File: src/hw/rtl/glos_ram.sv
// Generic simple dual-port RAM with a registered read.
`default_nettype none
module glos_ram #(
  parameter int WIDTH = 64,
  parameter int DEPTH = 64
) (
  input  wire logic                     clk,
  input  wire logic                     we,
  input  wire logic [$clog2(DEPTH)-1:0] waddr,
  input  wire logic [WIDTH-1:0]         wdata,
  input  wire logic [$clog2(DEPTH)-1:0] raddr,
  output logic      [WIDTH-1:0]         rdata
);

  logic [WIDTH-1:0] mem [DEPTH];

  always_ff @(posedge clk) begin
    if (we) begin
      mem[waddr] <= wdata;
    end
    rdata <= mem[raddr];
  end

endmodule
`default_nettype wire

File: config.mk
export PLATFORM = sky130hd
export DESIGN_NAME = glos_ram
export DESIGN_NICKNAME = d
export VERILOG_FILES = /design/src/hw/rtl/glos_ram.sv
export SDC_FILE = /design/constraint.sdc
export NUM_CORES = 2
export LEC_CHECK = 0
export BUFFER_PORTS_ARGS = -buffer_cell sky130_fd_sc_hd__buf_4
export CAP_MARGIN = 30
export CORE_MARGIN = 4
export CORE_UTILIZATION = 45
export DETAILED_ROUTE_END_ITERATION = 16
export PLACE_DENSITY = 0.65
export SLEW_MARGIN = 20
export SYNTH_ARGS = -nofsm -noshare
export SYNTH_HDL_FRONTEND = slang
export SYNTH_SLANG_ARGS = --single-unit
File: constraint.sdc
create_clock -name clk -period 15.54 [get_ports clk]
set_input_delay 1.554 -clock clk [delete_from_list [all_inputs] [get_ports clk]]
set_output_delay 1.554 -clock clk [all_outputs]
set_load 0.01 [all_outputs]
Yosys cells after proc, flatten, opt, wreduce, memory -nomap -nowiden
Memories as Yosys holds them, arrays and structs flattened. A register that Yosys moved wholly into a read port is not among the register bits.
Index checks and enable logic that the tools add are counted.
Storage, ports and cells
  input port bits: 78
  bits in writable memories: 4096
  flip-flop bits (word level): 0
  memories: 1
Cells by class
  muxes and demuxes: 2
Memory list
  mem: depth 64, bits a word 64, read ports 1, clocked after Yosys merged registers in 1, write ports 1, line 15  | logic [WIDTH-1:0] mem [DEPTH];
Operators by type and width (count)
  1-bit two-way mux: 2

Depth between registers and ports, before layout
  depth in word-level cells: 2
  depth in mapped cells: 9
  depth with buffers taken out: 5

Least setup slack after synthesis
OpenSTA, ideal clock, no wires.
  kind: input to register
  from: input waddr[3]
  to: memory mem[48][0], enable pin
  data arrival time: 6426 ps
  slack: 8550 ps
  stages on the path: 4
  cell sequence: clkbuf_1 > nor2b_1 > nand4b_1 > nor3_1
RTL lines
  start, declared: line 9  | input wire logic [$clog2(DEPTH)-1:0] waddr,
  end, declared: line 15
Straight into the memory's write port.

==> impl_metrics.csv <==
group,metric,value,unit
outcome,status,"complete, no violations",
routing,viasPerCell,6.37,
global_route,grt_max_degree,148,
clocking,cts_setup_buffers,0,
clocking,cts-buffers-inserted,399,
synth,synthFlopType,"edfxtp_1",
power_and_ir_drop,p_int,18.5,mW
synth,yosysTopAreaCellShare,78.7,%
power_and_ir_drop,total_power,23.4,mW
clocking,cts-htree-levels,5,
synth,synth_cell_types,33,
power_and_ir_drop,seqPwrFrac,53.4,%
clocking,ctsResizeCount,0,
synth,yosysWarnings,0,
power_and_ir_drop,p_leak,55.1,nW
worst_setup_path,cp.required,16.40,ns
placed_design,hpwl,231000,µm
global_route,grt_remaining_overflow,0,
clocking,insertion_delay,0.97,ns
synth,synth_most_common_cell,"edfxtp_1",
global_route,antenna_found_initial,32,
synth,netlist_area,0.156,mm²
floorplanning,core_area,0.346,mm²
final_layout,fin_util,51.3,%
sta,fmax,0.193,GHz
worst_setup_path,ff2ff_path_depth,5,
hold_path,hp-class,"flop to flop",
floorplanning,die-area,0.357,mm²
power_and_ir_drop,peakVddDrop,0.117,mV
synth,avgSynthCellArea,23.7,µm²
routing,first_pass_iters,5,
floorplanning,start_util,45.2,%
sta,fin_ws,10.37,ns
sta,tns,0,ns
sta,timing_hold_violations_final,0,
global_route,track_usage,23.9,%
flow_run,maxCapViolCount,0,
synth,ys_top_cells_by_count,"edfxtp_1, mux4_2, buf_2",
worst_setup_path,crit_type,"primary input to flop",
sta,drv_slew,0,
power_and_ir_drop,p_clk_share,42.1,%
clocking,clk_pin_slew,0.06,ns
synth,synthTopCellsByArea,"edfxtp_1, mux4_2, mux2i_1",
placed_design,post_dp_cell_area,0.164,mm²
routing,detail-route-antenna-nets,0,
floorplanning,ios,142,
sta,post-route-period-util,33.3,%
worst_setup_path,reg2reg_to,"rdata[18]",
sta,setup_viol,0,
hold_path,hold_end,"rdata[61]",
global_route,first_global_vias,75531,
worst_setup_path,worstPathArrival,6.03,ns
sta,final.min_clock_period,5.17,ns
sta,worstMarginPinSlew,1.11,ns
synth,synth_fp_nets,6676,
synth,synth_edf_count,4096,
synth,synth-seq-area-share,79.5,%
global_route,grt_pass1_wl,601000,µm
worst_setup_path,path_max_fanout,147,
worst_setup_path,startpoint_type,"primary input",
power_and_ir_drop,power_density,132,mW/mm²
worst_setup_path,crit-reg2reg-launch,"mem[8][18]",
floorplanning,fp.dieW,597,µm
clocking,tritoncts,"built",
routing,drt-total-wl,430000,µm
final_layout,syn_to_final_growth,13.5,%
routing,drt-initial-drc-count,11261,
synth,yosysTopAreaCell,"edfxtp_1",
placed_design,port-buffer-count,141,
sta,finClkSkew,0.0403,ns
final_layout,fin_nets,7072,
clocking,cts_root_buffer,"clkbuf_16",
clocking,cts_sinks,4160,
placed_design,gp_congestion,0.788,
synth,syn_inst,6598,
synth,async_flop_share,0,%
placed_design,place_ws,9.17,ns
clocking,clockBufferDepth,4,
synth,ys_ff_latch,4160,
hold_path,min-delay-start,"mem[31][61]",
clocking,ctsHoldBuffers,0,
routing,drt_drc_violations_left,0,
floorplanning,rows,216,
power_and_ir_drop,share_comb_of_total_power,4.5,%
floorplanning,die_h,597,µm
worst_setup_path,cp-end-kind,"flop",
power_and_ir_drop,p_sw,4.88,mW
final_layout,drive_above_1_share,28.6,%
routing,wl_per_cell,36.0,µm
sta,slew_headroom,26.1,%
final_layout,final_cell_area,0.178,mm²
power_and_ir_drop,swShare,20.9,%
hold_path,min_path_cells,4,
routing,dr_total_vias,75940,
worst_setup_path,worst-r2r-setup-slack,13.40,ns
sta,rsz0062_at_grt,"false",
==> area by class of cell <==
cell class	count	area [µm²]
fill	26238	169000
sequential	4160	124000
multi-input combinational	2049	30800
clock buffer	501	10700
tap	4578	5730
timing repair buffer	365	3320
clock inverter	238	2570
inverter	19	71.3
antenna	16	40.0
==> registers in the layout, summed over array words and instances (netlist names) <==
| name | cells |
|---|---|
| rdata | 64 |
| mem | 4096 |
==> kinds of logic after synthesis <==
group	count (synthesis)	synth area share, %
compound gates	504	2.48
simple gates	386	1.24
buf+inv	389	1.18
mux	1159	15.6
flops	4160	79.5
==> metrics by stage <==
step,hold WS [ns],instances
final,0.845,11926
after global routing,0.896,11915
after CTS,0.851,11908
after detailed placement,0.833,11169
after global placement,0.826,11147
after floorplan,0.788,6598
==> worst max path at each step <==
stage / from / end / depth (start not counted)
2_1_floorplan: waddr[3] / mem[48][0] / 4
3_3_place_gp: raddr[0] / rdata[20] / 9
3_5_place_dp: raddr[0] / rdata[24] / 9
4_1_cts: raddr[0] / rdata[24] / 9
5_1_grt: raddr[0] / rdata[20] / 11
6_report: raddr[1] / rdata[44] / 8
==> layout by cell type (no fill, tap or decap), types with 19 or more instances in the layout <==
cell type,instances
a211oi_1,60
a22o_1,88
a22oi_1,168
a2bb2oi_1,19
a41oi_1,26
and3_1,64
buf_4,328
bufinv_16,46
clkbuf_1,76
clkbuf_16,407
clkinv_1,67
clkinv_2,89
dfxtp_1,64
edfxtp_1,4096
inv_1,19
mux2i_1,135
mux4_2,1024
nand2_1,55
nand3_1,45
nor2_1,47
nor2_4,65
nor2b_1,24
o221ai_1,38
o22ai_1,83
or2_2,28
or3_1,29
==> per-layer routing <==
layer  global-route usage [%]  vias up  wire length (µm)
li1                         -    29324                 -
met1                     34.0    41289            163000
met2                     37.2     4512            204000
met3                     4.66      797             46000
met4                     8.48       18             16400
met5                        0        -               123
==> worst max-delay path: stages <==
cell,delay [ns]
buf_8,0.64
buf_4,0.66
buf_4,0.75
buf_12,0.70
nand2_1,0.61
o221ai_1,0.49
o22ai_1,0.16
and3_1,0.17
==> power by group through the flow <==
stage	Sequential [mW]	Clock [mW]	Combinational, mW
final	12.5	9.84	1.05
after detailed placement	12.7	0	1.05
after global routing	12.5	10.5	1.11
after floorplan	12.7	0	0.579
after global placement	12.7	0	1.03
after CTS	12.5	9.96	1.05
(Power assumes the default switching activity.)
