==> src/hw/rtl/glos_pkg.sv <==
// Shared constants, types and helpers for the grid line-of-sight block.
`default_nettype none
package glos_pkg;

  localparam int DEF_MAX_ROWS = 64;
  localparam int DEF_MAX_COLS = 64;

  // Input coordinates are 8-bit signed; one more bit holds a neighbor offset.
  localparam int COORD_W = 8;
  localparam int CFG_W = 7;
  localparam int CFG_IDX_W = 2;
  localparam int DIST_W = 8;
  localparam int ERR_W = 12;

  localparam logic [CFG_W-1:0] GRID_RESET = 7'd64;

  localparam logic [1:0] CMD_WRITE = 2'd0;
  localparam logic [1:0] CMD_LOS = 2'd1;
  localparam logic [1:0] CMD_NEIGH = 2'd2;

  localparam logic [CFG_IDX_W-1:0] REG_GRID_ROWS = 2'd0;
  localparam logic [CFG_IDX_W-1:0] REG_GRID_COLS = 2'd1;

  typedef struct packed {
    logic load;
    logic advance;
  } step_ctrl_t;

  // True when a sign-extended coordinate lies in 0 .. lim-1.
  function automatic logic coord_in(input logic [COORD_W:0] v, input logic [CFG_W-1:0] lim);
    return !v[COORD_W] && (v[COORD_W-1:0] < {1'b0, lim});
  endfunction

endpackage
`default_nettype wire

==> src/hw/rtl/glos_line_step.sv <==
// Bresenham line stepper: produces one cell of the line per advance.
`default_nettype none
module glos_line_step #(
  parameter int MAX_ROWS = glos_pkg::DEF_MAX_ROWS,
  parameter int MAX_COLS = glos_pkg::DEF_MAX_COLS
) (
  input  wire logic                        clk,
  input  wire glos_pkg::step_ctrl_t        ctrl,
  input  wire logic [$clog2(MAX_ROWS)-1:0] a_row,
  input  wire logic [$clog2(MAX_COLS)-1:0] a_col,
  input  wire logic [$clog2(MAX_ROWS)-1:0] b_row,
  input  wire logic [$clog2(MAX_COLS)-1:0] b_col,
  output logic      [$clog2(MAX_ROWS)-1:0] row,
  output logic      [$clog2(MAX_COLS)-1:0] col,
  output logic                             last
);

  localparam int DW = glos_pkg::DIST_W + 1;
  localparam int EW = glos_pkg::ERR_W;

  logic [DW-1:0]                 d_row, d_col, n_row, n_col;
  logic [glos_pkg::DIST_W-1:0]   abs_row, abs_col, big_in, small_in;
  logic [glos_pkg::DIST_W-1:0]   big, minor_len, cnt;
  logic                          major_row_in, major_row, row_neg, col_neg;
  logic [EW-1:0]                 err, err0, big2, small2;
  logic                          minor_step;

  assign d_row = DW'(b_row) - DW'(a_row);
  assign d_col = DW'(b_col) - DW'(a_col);
  assign n_row = d_row[DW-1] ? (~d_row + 1'b1) : d_row;
  assign n_col = d_col[DW-1] ? (~d_col + 1'b1) : d_col;
  assign abs_row = n_row[glos_pkg::DIST_W-1:0];
  assign abs_col = n_col[glos_pkg::DIST_W-1:0];

  // The row axis is major only when it is strictly longer.
  assign major_row_in = abs_row > abs_col;
  assign big_in = major_row_in ? abs_row : abs_col;
  assign small_in = major_row_in ? abs_col : abs_row;
  assign err0 = EW'(big_in) - (EW'(small_in) << 1);

  assign big2 = EW'(big) << 1;
  assign small2 = EW'(minor_len) << 1;
  // The minor axis moves when the midpoint error is zero or negative.
  assign minor_step = err[EW-1] || (err == '0);
  assign last = (cnt == '0);

  always_ff @(posedge clk) begin
    if (ctrl.load) begin
      row <= a_row;
      col <= a_col;
      big <= big_in;
      minor_len <= small_in;
      cnt <= big_in;
      err <= err0;
      major_row <= major_row_in;
      row_neg <= d_row[DW-1];
      col_neg <= d_col[DW-1];
    end else if (ctrl.advance) begin
      err <= err + (minor_step ? big2 : '0) - small2;
      cnt <= cnt - 1'b1;
      if (major_row || minor_step) begin
        row <= row_neg ? row - 1'b1 : row + 1'b1;
      end
      if (!major_row || minor_step) begin
        col <= col_neg ? col - 1'b1 : col + 1'b1;
      end
    end
  end

endmodule
`default_nettype wire

==> config.mk <==
export PLATFORM = sky130hd
export DESIGN_NAME = glos_line_step
export DESIGN_NICKNAME = d
export VERILOG_FILES = /design/src/hw/rtl/glos_pkg.sv /design/src/hw/rtl/glos_line_step.sv
export SDC_FILE = /design/constraint.sdc
export NUM_CORES = 1
export LEC_CHECK = 0
export BUFFER_PORTS_ARGS = -buffer_cell sky130_fd_sc_hd__buf_2
export CAP_MARGIN = 20
export CORE_UTILIZATION = 49
export DETAILED_ROUTE_END_ITERATION = 6
export PLACE_DENSITY = 0.7
export SLEW_MARGIN = 0
export SYNTH_ARGS = -nofsm -noshare
export SYNTH_HDL_FRONTEND = slang
export SYNTH_SLANG_ARGS = --single-unit
==> constraint.sdc <==
create_clock -name clk -period 6.1 [get_ports clk]
set_input_delay 1.22 -clock clk [delete_from_list [all_inputs] [get_ports clk]]
set_output_delay 1.22 -clock clk [all_outputs]
set_load 0.01 [all_outputs]
After elaboration in Yosys (flattened, before gate mapping). Index checks and enable logic that the tools add are counted.

Register bits after elaboration: 51. Bits of input ports: 27. Output and inout port bits: 13. Logic and storage cells: 52.

Add/sub/neg operators: 12. $lt $le $gt $ge: 1. Multiplexer cells: 17. Bitwise logic cells: 2. Reductions and logical operators: 11.

Operator list (count): two-way mux 6 bit (8); two-way mux 8 bit (6); two-way mux 12 bit (2); adder 8 x 1 -> 8 bit (second input constant) (2); NOT 8 bit (2); subtractor 6 x 6 -> 7 bit (2); adder 12 x 9 -> 12 bit (1); adder 6 x 1 -> 6 bit (second input constant) (2); zero test 12 bit (1); subtractor 12 x 9 -> 12 bit (1); subtractor 6 x 1 -> 6 bit (second input constant) (2); subtractor 8 x 9 -> 10 bit (1); two-way mux 9 bit (1); > comparator 8 bit (1); zero test 8 bit (1); subtractor 8 x 1 -> 8 bit (second input constant) (1); nonzero test 2 bit (3); AND reduction 2 bit (2); logical OR 1 bit (3); zero test 1 bit (1).

Logic depth before layout (Yosys ltp). Gate-level depths: netlist (run 1).

Word-level depth: 8. Mapped depth: 32. Gate-level depth less buffers: 30.

Least setup slack after synthesis (run 1). OpenSTA, ideal clock, no wires.

Kind: input port to flip-flop. From: input port b_row[0]. To: register err[10], data pin. Library setup time: 0.195 ns. Data arrival time: 6.161 ns. Required time: 5.905 ns. Path slack: -0.256 ns. Stages on the path: 32. Path buffers: 2. Path through: inv_1 -> ha_1 -> inv_1 -> fa_1 -> nand3_1 -> nand2_1 -> a311o_1 -> inv_1 -> mux2i_1 -> inv_1 -> ha_1 -> nor2b_1 -> o21a_1 -> o21ai_0 -> nand2b_1 -> and4b_4 -> or3_1 -> buf_6 -> nand2_4 -> buf_4 -> a21o_1 -> ha_1 -> inv_1 -> fa_1 -> nand2_1 -> nand2_1 -> a21oi_1 -> o21bai_1 -> a21oi_1 -> o21ai_0 -> o31a_1 -> o311ai_0.

Word-level cells in the longest chain between the ends: 8. Elaborated cells on any way between the ends: 9. Classes of those cells: 3 x add/sub; 1 x order compare; 4 x mux; 1 x bitwise.

RTL lines: start, declared (line glos_line_step.sv:11) `input wire logic [$clog2(MAX_ROWS)-1:0] b_row,`; subtractor 6 x 6 -> 7 bit (*) (line glos_line_step.sv:28) `assign d_row = DW'(b_row) - DW'(a_row);`; net d_row[6] (line glos_line_step.sv:21) `logic [DW-1:0] d_row, d_col, n_row, n_col;`; NOT 8 bit (line glos_line_step.sv:30) `assign n_row = d_row[DW-1] ? (~d_row + 1'b1) : d_row;`; adder 8 x 1 -> 8 bit (line glos_line_step.sv:30); two-way mux 8 bit (*) (line glos_line_step.sv:30); > comparator 8 bit (line glos_line_step.sv:36) `assign major_row_in = abs_row > abs_col;`; two-way mux 8 bit (on tied branches) (line glos_line_step.sv:37, glos_line_step.sv:38); subtractor 8 x 9 -> 10 bit (*) (line glos_line_step.sv:39) `assign err0 = EW'(big_in) - (EW'(small_in) << 1);`; two-way mux 12 bit (*) (line glos_line_step.sv:48) `if (ctrl.load) begin`; end signal, assigned (line glos_line_step.sv:54) `err <= err0;`; end signal, assigned (line glos_line_step.sv:59) `err <= err + (minor_step ? big2 : '0) - small2;`; end, declared (line glos_line_step.sv:25) `logic [EW-1:0] err, err0, big2, small2;`.

Mark *: on every way through the listed nets, which the timed path passes. The rest lies on a longest branch. A chain may end at the register's enable or synchronous reset.

Worst setup path in the final report (run 1).
From: input port b_row[0]. To: register err[10], data pin.

Word-level cells in the longest chain between the ends: 8. Elaborated cells on any way between the ends: 9. Classes of those cells: 3 x add/sub; 1 x order compare; 4 x mux; 1 x bitwise.

RTL lines: subtractor 6 x 6 -> 7 bit (*) (line glos_line_step.sv:28); net d_row[6] (line glos_line_step.sv:21); NOT 8 bit (line glos_line_step.sv:30); adder 8 x 1 -> 8 bit (line glos_line_step.sv:30); two-way mux 8 bit (*) (line glos_line_step.sv:30); > comparator 8 bit (line glos_line_step.sv:36); two-way mux 8 bit (*) (line glos_line_step.sv:38) `assign small_in = major_row_in ? abs_col : abs_row;`; net small_in, one bit (line glos_line_step.sv:22) `logic [glos_pkg::DIST_W-1:0] abs_row, abs_col, big_in, small_in;`; subtractor 8 x 9 -> 10 bit (*) (line glos_line_step.sv:39); two-way mux 12 bit (*) (line glos_line_step.sv:48).

Marked as above.

==> impl_results.md, run 1 <==
- Status: completed
- ANT cells: 0
- Vias: 3713
- Most common cell on crit path: inv_1
- Initial DRC Count: 107
- Slew @ Worst Pin: about 0.71 ns
- Hold Path Depth: 2
- Fraction of registers with async set/reset: 0
- # IOs: 40
- Min Clock Period, post-route: 5.778 ns
- Root Buffer: clkbuf_8
- Post-synth top area share: 0.3338
- TritonCTS Buffers: 5
- Setup crit start kind: input pin
- Hold_sp: cnt[7]$_DFFE_PN_
- Clock Path Buffers: 2
- Die area: 0.009755 sq mm
- Post-DRT Antenna Nets: 0
- DP HPWL: 7.819 mm
- Initial Util: 0.5160
- CTS tree: yes
- Crit end category: flip-flop
- Met3 Resource Use GR: 0.02482
- Post-synth EDFFs: 51
- Number of global-route vias before repair: 3689
- Worst R2R Setup Slack: 1.47 ns
- Routed len/inst: 14.77 um
- Layout cells sized above 1: 0.1894
- PortBufs: 39
- CP Buf/Inv Count: 6
- GRT Util Overall: 0.2212
- Avg Cell Area, Syn: 9.269 sq um
- Most used DFF post-synth: edfxtp_1
- Worst Setup Path Type: in2reg
- Critical path peak fanout: 9
- Fin util: 0.5915
- Most Used Layer, Global Route: met2
- Cell area after synthesis: 0.004588 sq mm
- Worst Hold End: cnt[7]$_DFFE_PN_
- # clock sinks: 51
- Max cap viols: 0
- Worst EP arrival: 5.82 ns
- Clk Latency, worst-skew pair: roughly 0.31 ns
- Placed Cells: 662
- Cell Count, Final, Fillers Out: roughly 670
- Slowest cell delay on critical path: around 0.4 ns
- Pwr per Cell Area: approximately 490 mW/mm^2
- Main area contributors after synthesis: edfxtp_1 (33%), ha_1 (13%), inv_1 (6.6%), fa_1 (6.1%), a21oi_1 (4.6%)
- Max Slew Vio Count: 0
- Die H: around 99 um
- Final setup fails: 0
- H-tree Lvls: 2
- Reg clk slew, reported paths: 0.11 ns
- Met1 Usage GRT: 0.3002
- Hold crit path type: reg2reg
- Largest net degree at the start of global routing: 64
- Global-route met2 utilization: 0.3755
- Final period util: 0.9473
- Register bit count reported by yosys: 51
- Number of synthesis warnings: 0
- Nets: 652
- Fmax: around 170 MHz
- Reg2reg start: err[1]$_DFFE_PN_
- Avg Vias per Cell: approximately 5.5
- Routability cong.: 0.8758
- DRC: 0
- Cell taking the most area after synthesis: edfxtp_1
- R2R cell count: 18
- Global route overflow: 0
- # fillers: 790
- Drt pass-1 iters: 5
- Hold_buf cts: 0
- Max Clock Skew: just under 0.01 ns
- Core box area: a little under 0.009 sq mm
- Cell Rows: 34
- Relative slew slack: 0.5240
- Seq/Total Area, Yosys: 0.3338
- Max IR drop VDD: about 0.00022 V
- Final WL: 9.943 mm
- CP max stage cell: or3_4
- First-pass GRT wire length: approximately 17 mm
- Critical Path RT: 6.14 ns
- Final hold violation count: 0
- Die width: 98.77 um
- Mapped Cells: 495
- Critical path's top delay family: compound AO/OA/AOI/OAI gates
- Layout area overhead: 14.62%
- Post-synth cell types: 61
- Leakage: 2.456 nW
- Crit Reg-Reg Endpoint: err[11]$_DFFE_PN_
- Initial antenna violation count: 0
area by class of cell:
class	count	area [sq um]	share of cell area
Sequential cell	51	1531	0.2912
Clock buffer	5	68.82	0.01309
Timing Repair Buffer	69	420.4	0.07994
Tap cell	108	135.1	0.02570
Multi-Input combinational cell	355	2746	0.5222
Clock inverter	3	46.29	0.008803
Inverter	82	310.3	0.05901
routing by layer:
layer  vias up  wire length [um]
li1       1855                 -
met1      1769              4796
met2        75              4691
met3        14               293
met4         0               162
met5         -                 0
per-stage QoR:
stage	setup slack (ns)	setup TNS [ns]	cell area, sq um	total power (W)	hold WS, ns
global route	-0.03561	-0.03923	5259	0.002827	0.6577
floorplan	0.01707	0	4621	0.001862	0.5853
CTS	0.2090	0	5216	0.002538	0.6528
detailed placement	-0.1256	-0.3439	5101	0.002269	0.6264
global placement	0.009376	0	5101	0.002210	0.6192
finish	0.3216	0	5259	0.002561	0.6495
power breakdown:
| part | switching [W] | internal, W | total [W] |
|---|---|---|---|
| logic | 0.000903 | 0.000750 | 0.00165 |
| clock network | 0.000131 | 0.000124 | 0.000255 |
| registers | 0.0000762 | 0.000577 | 0.000654 |
| total | 0.00111 | 0.00145 | 0.00256 |
registers in the layout, indices dropped and copies added, names as in the netlist:
| register | count |
|---|---|
| big | 8 |
| row_neg | 1 |
| row | 6 |
| minor_len | 8 |
| col | 6 |
| cnt | 8 |
| err | 12 |
| major_row | 1 |
| col_neg | 1 |
cells in the mapped netlist (2+ instances only):
cell / number
a21boi_0: 3
a21o_1: 12
a21oi_1: 42
a221oi_1: 3
a311o_1: 2
a31o_2: 2
a31oi_1: 2
and3_1: 3
buf_1: 2
clkbuf_1: 6
conb_1: 2
edfxtp_1: 51
fa_1: 14
ha_1: 47
inv_1: 81
mux2_2: 3
mux2i_1: 5
nand2_1: 34
nand2b_1: 7
nand3_1: 4
nand4_1: 3
nor2_1: 32
nor2b_1: 3
nor3_1: 12
nor3b_1: 3
nor4_1: 5
o211ai_1: 3
o21a_1: 2
o21ai_0: 34
o21bai_1: 3
or2_2: 2
or3_1: 2
or3b_1: 2
or4_1: 2
xnor2_1: 19
xor2_1: 18
worst max path at each step:
| stage | startpoint | endpoint | slack [ns] | cells after the start |
|---|---|---|---|---|
| 3_5_place_dp | b_row[0] | err[10]$_DFFE_PN_ | -0.13 | 31 |
| 6_report | b_row[0] | err[10]$_DFFE_PN_ | 0.32 | 31 |
| 3_3_place_gp | b_row[0] | err[7]$_DFFE_PN_ | 0.009 | 26 |
| 4_1_cts | b_row[0] | err[10]$_DFFE_PN_ | 0.21 | 31 |
| 5_1_grt | b_row[0] | err[8]$_DFFE_PN_ | -0.04 | 30 |
| 2_1_floorplan | b_row[0] | err[7]$_DFFE_PN_ | 0.02 | 31 |
cell usage in the layout, fill, tap and decap left out, drive strengths merged, types with 3 or more instances in the layout:
master and instances:
a21boi 3, a21o 12, a21oi 43, a221oi 4, and3 3, buf 69
clkbuf 5, conb 5, edfxtp 51, fa 14, ha 47, inv 83
mux2 3, mux2i 5, nand2 35, nand2b 7, nand3 4, nand4 3
nor2 32, nor2b 3, nor3 13, nor3b 3, nor4 6, o211ai 3
o21ai 35, o21bai 3, or4 3, xnor2 20, xor2 18
cell families (layout without fill, tap and decap cells):
kind of cell,Yosys count,count (layout),share of synthesized area
other,2,5,0.001637
multiplexers,8,8,0.01827
buffers and inverters,92,159,0.07827
adder cells (fa/ha/maj),61,61,0.1893
flip-flops,51,51,0.3338
AND/OR/NAND/NOR,121,121,0.1350
AO/OA/AOI/OAI,122,122,0.1696
XOR/XNOR,38,38,0.07418
worst reg2reg max path, delay by kind of cell, from the launching register on:
family,cells,cell delay [ns]
AOI/OAI and AO/OA,10,1.82
xor gates and xnor gates,1,0.13
adders and majority gates,2,0.95
buffers and inverters,2,0.33
DFF,1,0.43
and+or+nand+nor,3,0.69
repair_timing:
action	4_1_cts	5_1_grt
endpoints found under the setup margin	0	6
resized for setup	0	7
setup buffers	0	3
(Power assumes the default switching activity.)
==> inputs of run 2 (changes only) <==
--- a/config.mk
+++ b/config.mk
@@ -9,7 +9,9 @@
 export CAP_MARGIN = 20
 export CORE_UTILIZATION = 49
 export DETAILED_ROUTE_END_ITERATION = 6
-export PLACE_DENSITY = 0.7
+export GPL_ROUTABILITY_DRIVEN = 0
+export GPL_TIMING_DRIVEN = 0
+export PLACE_DENSITY = 0.76
 export SLEW_MARGIN = 0
 export SYNTH_ARGS = -nofsm -noshare
 export SYNTH_HDL_FRONTEND = slang
==> impl_results.md, run 2 (same netlist as run 1, synthesis figures left out) <==
- First-pass GRT wire length: 17.97 mm
- Fin util: 0.6222
- Critical Path RT: 6.23 ns
- Area occupied by multi-input gates: 0.002917 sq mm
- Critical Path Stages: 31
- Final setup fails: 0
- CP max stage cell: fa_2
- Reg clk slew, reported paths: ~0.090 ns
- DP HPWL: between 8 and 9 mm
- Leading cell types in the layout, fill and taps excluded: inv_1 (75), edfxtp_1 (51), ha_1 (44), buf_4 (39), buf_2 (38)
- Setup TNS: 0 ns
- Commonest non-fill, non-tap cell in the layout: inv_1
- ANT cells: 0
- Root Buffer: clkbuf_8
- Die width: 98.77 um
- CP endpoint: err[8]$_DFFE_PN_
- GRT Util Overall: 0.2332
- Final WL: 11.45 mm
- Status: completed
- Worst Setup Path Type: in2reg
- Core box area: around 0.009 sq mm
- Worst EP arrival: 6.12 ns
- Pwr per Cell Area: slightly below 500 mW/mm^2
- TritonCTS Buffers: 5
- Die area: about 0.0098 sq mm
- Drt pass-1 iters: 5
- Min Clock Period, post-route: 5.985 ns
- Routed len/inst: 16.62 um
- Relative slew slack: 0.4801
- Max reg flops: 12
- WHS: between 0.6 and 0.7 ns
- Layout area overhead: 20.56%
- Final period util: 0.9812
- Layout cells sized above 1: 0.2461
- Setup crit start kind: input pin
- Hold crit path type: reg2reg
- Max IR drop VDD: between 0.0002 and 0.00025 V
- Worst Setup SP: b_row[0]
- Worst R2R Setup Slack: 1.11 ns
- Reg2reg start: err[1]$_DFFE_PN_
- R2R cell count: 18
- Biggest register: err
- Crit Reg-Reg Endpoint: err[11]$_DFFE_PN_
- Initial Util: 0.5160
- # clock sinks: 51
- Critical path peak fanout: 7
- Nets: 669
- Reg area: 0.001531 sq mm
- PortBufs: 39
- Slowest cell delay on critical path: 0.36 ns
- CP Buf/Inv Count: 8
- Post-Layout Inst Area: ~0.0055 sq mm
- Largest net degree at the start of global routing: 21
- Avg Vias per Cell: 5.772
- Clk Latency, worst-skew pair: about 0.31 ns
- Number of global-route vias before repair: roughly 3800
- Crit end category: flip-flop
- Initial antenna violation count: 0
- H-tree Lvls: 2
- Most common cell on crit path: inv_2
- Fmax: 167.1 MHz
- CTS tree: yes
- Max Clock Skew: around 0.0090 ns
- Initial DRC Count: 331
- Die H: slightly below 100 um
- DRC: 0
- Cell Rows: 34
- Critical path's top delay family: compound AO/OA/AOI/OAI gates
- Final hold violation count: 0
- Leakage: 2.540 nW
- Vias: 3977
- Hold_buf cts: 0
- # fillers: 723
- Global route overflow: 0
- Post-DRT Antenna Nets: 0
- Max cap viols: 0
- # IOs: 40
- Max Slew Vio Count: 0
- Placed cell area: 0.004966 sq mm
- Slew @ Worst Pin: 0.7799 ns
- Clock Path Buffers: 2
run 2: where the power goes:
group          internal (W)  switching [W]
logic              0.000833        0.00100
registers          0.000578      0.0000754
clock network      0.000120       0.000113
run 2: final cells by class:
type | count | area share
inverters | 82 | 0.05610
repair buffers | 78 | 0.08935
well taps | 108 | 0.02443
clock inverters | 1 | 0.005429
multi-input cells | 355 | 0.5273
flip-flops and latches | 51 | 0.2769
clock buffers | 6 | 0.01312
plain buffers | 8 | 0.007464
run 2: metrics by stage:
step	cells	power, W	setup WS, ns
finish	689	0.002720	0.1147
global route	689	0.002957	-0.2663
CTS	672	0.002581	0.009154
detailed placement	646	0.002225	-0.8794
global placement	645	0.002145	-0.6600
floorplan	498	0.001862	0.01707
run 2: tightest hold or removal path, delay by kind of cell (launching register included):
family | cells | cell delay (ns)
xor gates and xnor gates | 1 | 0.08
DFF | 1 | 0.38
and+or+nand+nor | 1 | 0.08
run 2: how the worst min path moves through the flow:
stage                     startpoint               end  slack, ns  cells past startpoint
detailed placement  cnt[7]$_DFFE_PN_  cnt[7]$_DFFE_PN_       0.61                      2
finish              cnt[7]$_DFFE_PN_  cnt[7]$_DFFE_PN_       0.65                      2
CTS                 cnt[7]$_DFFE_PN_  cnt[7]$_DFFE_PN_       0.64                      2
floorplan           cnt[7]$_DFFE_PN_  cnt[7]$_DFFE_PN_       0.59                      2
global placement    cnt[7]$_DFFE_PN_  cnt[7]$_DFFE_PN_       0.61                      2
global route        cnt[7]$_DFFE_PN_  cnt[7]$_DFFE_PN_       0.67                      2
run 2: layer usage:
metal  track usage  wire [um]
met3       0.02837        714
met4       0.07807        301
met1        0.2945       4744
met5             0          0
met2        0.4137       5692
run 2: what timing repair did:
item / in CTS / in global routing
pin swaps: 15 / 25
gates resized for setup: 28 / 18
setup buffers: 20 / 18
endpoints found under the setup margin: 8 / 8
gates cloned: 0 / 0
==> inputs of run 3 (changes only) <==
--- a/config.mk
+++ b/config.mk
@@ -12,6 +12,7 @@
 export GPL_ROUTABILITY_DRIVEN = 0
 export GPL_TIMING_DRIVEN = 0
 export PLACE_DENSITY = 0.76
+export SETUP_SLACK_MARGIN = 0.5
 export SLEW_MARGIN = 0
 export SYNTH_ARGS = -nofsm -noshare
 export SYNTH_HDL_FRONTEND = slang
==> impl_results.md, run 3 (same netlist as run 1, synthesis figures left out) <==
- Global route overflow: 0
- Critical path's top delay family: compound AO/OA/AOI/OAI gates
- Leading cell types in the layout, fill and taps excluded: inv_1 (72), edfxtp_1 (51), buf_4 (46), ha_1 (39), buf_2 (35)
- Final period util: 1.055
- CP max stage cell: or4_4
- # clock sinks: 51
- Number of global-route vias before repair: 4017
- Initial DRC Count: 312
- Failing checks: setup timing
- Nets: 683
- Die width: 98.77 um
- # IOs: 40
- RSZ-0062 raised after global routing: true
- Most common cell on crit path: buf_4
- First-pass GRT wire length: 19.29 mm
- Slowest cell delay on critical path: between 0.5 and 0.6 ns
- Min Clock Period, post-route: 6.434 ns
- Crit Reg-Reg Endpoint: err[10]$_DFFE_PN_
- Cell Rows: 34
- Max Slew Vio Count: 0
- R2R cell count: 18
- Biggest register: err
- DRC: 0
- Sw Share: 0.4399
- DP HPWL: 8.304 mm
- Critical Path Stages: 25
- Core box area: 0.008891 sq mm
- Reg2reg start: err[1]$_DFFE_PN_
- H-tree Lvls: 2
- CP Buf/Inv Count: 6
- Critical path peak fanout: 7
- Slew @ Worst Pin: approximately 0.78 ns
- Clock Path Buffers: 2
- Max reg flops: 12
- Final hold violation count: 0
- Reg clk slew, reported paths: roughly 0.09 ns
- Fmax: 155.4 MHz
- Commonest non-fill, non-tap cell in the layout: inv_1
- Placement Setup Slack: -0.6887 ns
- Drt pass-1 iters: 5
- Avg Vias per Cell: ~6.0
- Hold Path Depth: 1
- Combinational share of power: 0.694
- Leakage: 2.683 nW
- Worst R2R Setup Slack: approximately 0.94 ns
- ANT cells: 0
- Status: finished, violations left
- Power share of the clock group: 0.093
- Final setup fails: 4
- Part of the power in registers: 0.214
- Final Power: approximately 0.003 W
- Crit end category: flip-flop
- Max cap viols: 0
- Worst Setup SP: b_row[0]
- Max IR drop VDD: 0.0002239 V
- Int Pwr: 0.001716 W
- PortBufs: 39
- CP endpoint: err[10]$_DFFE_PN_
- Clk Latency, worst-skew pair: 0.32 ns
- Post-DRT Antenna Nets: 0
- Pwr per Cell Area: 515.3 mW/mm^2
- Routed len/inst: 19.34 um
- Max Clock Skew: 0.008910 ns
- CTS tree: yes
- Worst Setup Path Type: in2reg
- Relative slew slack: 0.4724
- Die H: 98.77 um
- Sw Pwr: 0.001347 W
- Largest net degree at the start of global routing: 21
- Fin worst setup slack: -0.3336 ns
- TritonCTS Buffers: 5
- Critical Path RT: 6.15 ns
- Worst EP arrival: 6.48 ns
- Setup crit start kind: input pin
- Root Buffer: clkbuf_8
- Layout cells sized above 1: 0.3087
- Die area: approximately 0.01 sq mm
- Initial antenna violation count: 0
- Layout area overhead: 29.53%
- Hold crit path type: reg2reg
- Initial Util: 0.5160
- Vias: ~4200
- GRT Util Overall: 0.2514
- Final WL: 13.62 mm
[run 3: cell count changes in the layout (fill, tap and decap cells not counted), moves of 4 or more]
cell,previous run,this run
ha_1,44,39
buf_4,39,46
ha_4,2,7
o21ai_0,29,25
buf_6,1,9
a21oi_1,36,32
[run 3: metal layers]
metal / up-vias / routed length (um) / GRT usage
li1: 1922 / - / -
met2: 229 / 6803 / 0.4492
met1: 1994 / 5069 / 0.3135
met5: - / 0 / 0
met3: 65 / 1076 / 0.02553
met4: 0 / 666 / 0.09529
[run 3: cell type report]
| cell class | count | area (sq um) |
|---|---|---|
| buffer | 10 | 60.06 |
| timing repair buffer | 90 | 638.1 |
| inverter | 82 | 327.8 |
| clock inverter | 2 | 60.06 |
| tap | 108 | 135.1 |
| sequential | 51 | 1531 |
| multi-input combinational | 355 | 3118 |
| clock buffer | 6 | 72.57 |
| fill | 649 | 2948 |
[run 3: repair_timing]
item / CTS / global route
hold buffers: 0 / 0
setup buffers: 28 / 22
endpoints found under the setup margin: 10 / 10
pin swaps: 19 / 36
resized for setup: 27 / 59
[run 3: worst min path at each step]
stage | endpoint | startpoint
floorplan | cnt[7]$_DFFE_PN_ | cnt[7]$_DFFE_PN_
global placement | cnt[7]$_DFFE_PN_ | cnt[7]$_DFFE_PN_
detailed placement | row[0]$_DFFE_PP_ | row[0]$_DFFE_PP_
CTS | row[0]$_DFFE_PP_ | row[0]$_DFFE_PP_
global route | col[0]$_DFFE_PP_ | col[0]$_DFFE_PP_
finish | row[0]$_DFFE_PP_ | row[0]$_DFFE_PP_
[run 3: through the flow]
stage / util / setup TNS, ns / cell area, sq um / hold slack (ns) / std cells
floorplan: - / 0 / 4663 / 0.5853 / 498
detailed placement: 0.5633 / -4.379 / 5009 / 0.6581 / 646
global route: 0.6684 / -0.7813 / 5943 / 0.6938 / 704
global placement: 0.5616 / -3.190 / 4994 / 0.6105 / 645
finish: 0.6684 / -0.7002 / 5943 / 0.6737 / 704
CTS: 0.6154 / 0 / 5472 / 0.6719 / 682
[run 3: worst register-to-register path, delay by kind of cell (launching register included)]
family | cells | cell delay [ns]
buf+inv | 2 | 0.37
compound gates | 9 | 2.32
fa+ha+maj | 2 | 0.76
flops | 1 | 0.41
simple gates | 5 | 1.11
[run 3: power groups by stage]
stage / clock network [W] / registers, W / logic, W
6_report: 0.000284 / 0.000655 / 0.00212
5_1_grt: 0.000288 / 0.000670 / 0.00231
4_1_cts: 0.000279 / 0.000653 / 0.00176
3_5_place_dp: 0 / 0.000660 / 0.00159
3_3_place_gp: 0 / 0.000653 / 0.00151
2_1_floorplan: 0 / 0.000654 / 0.00122
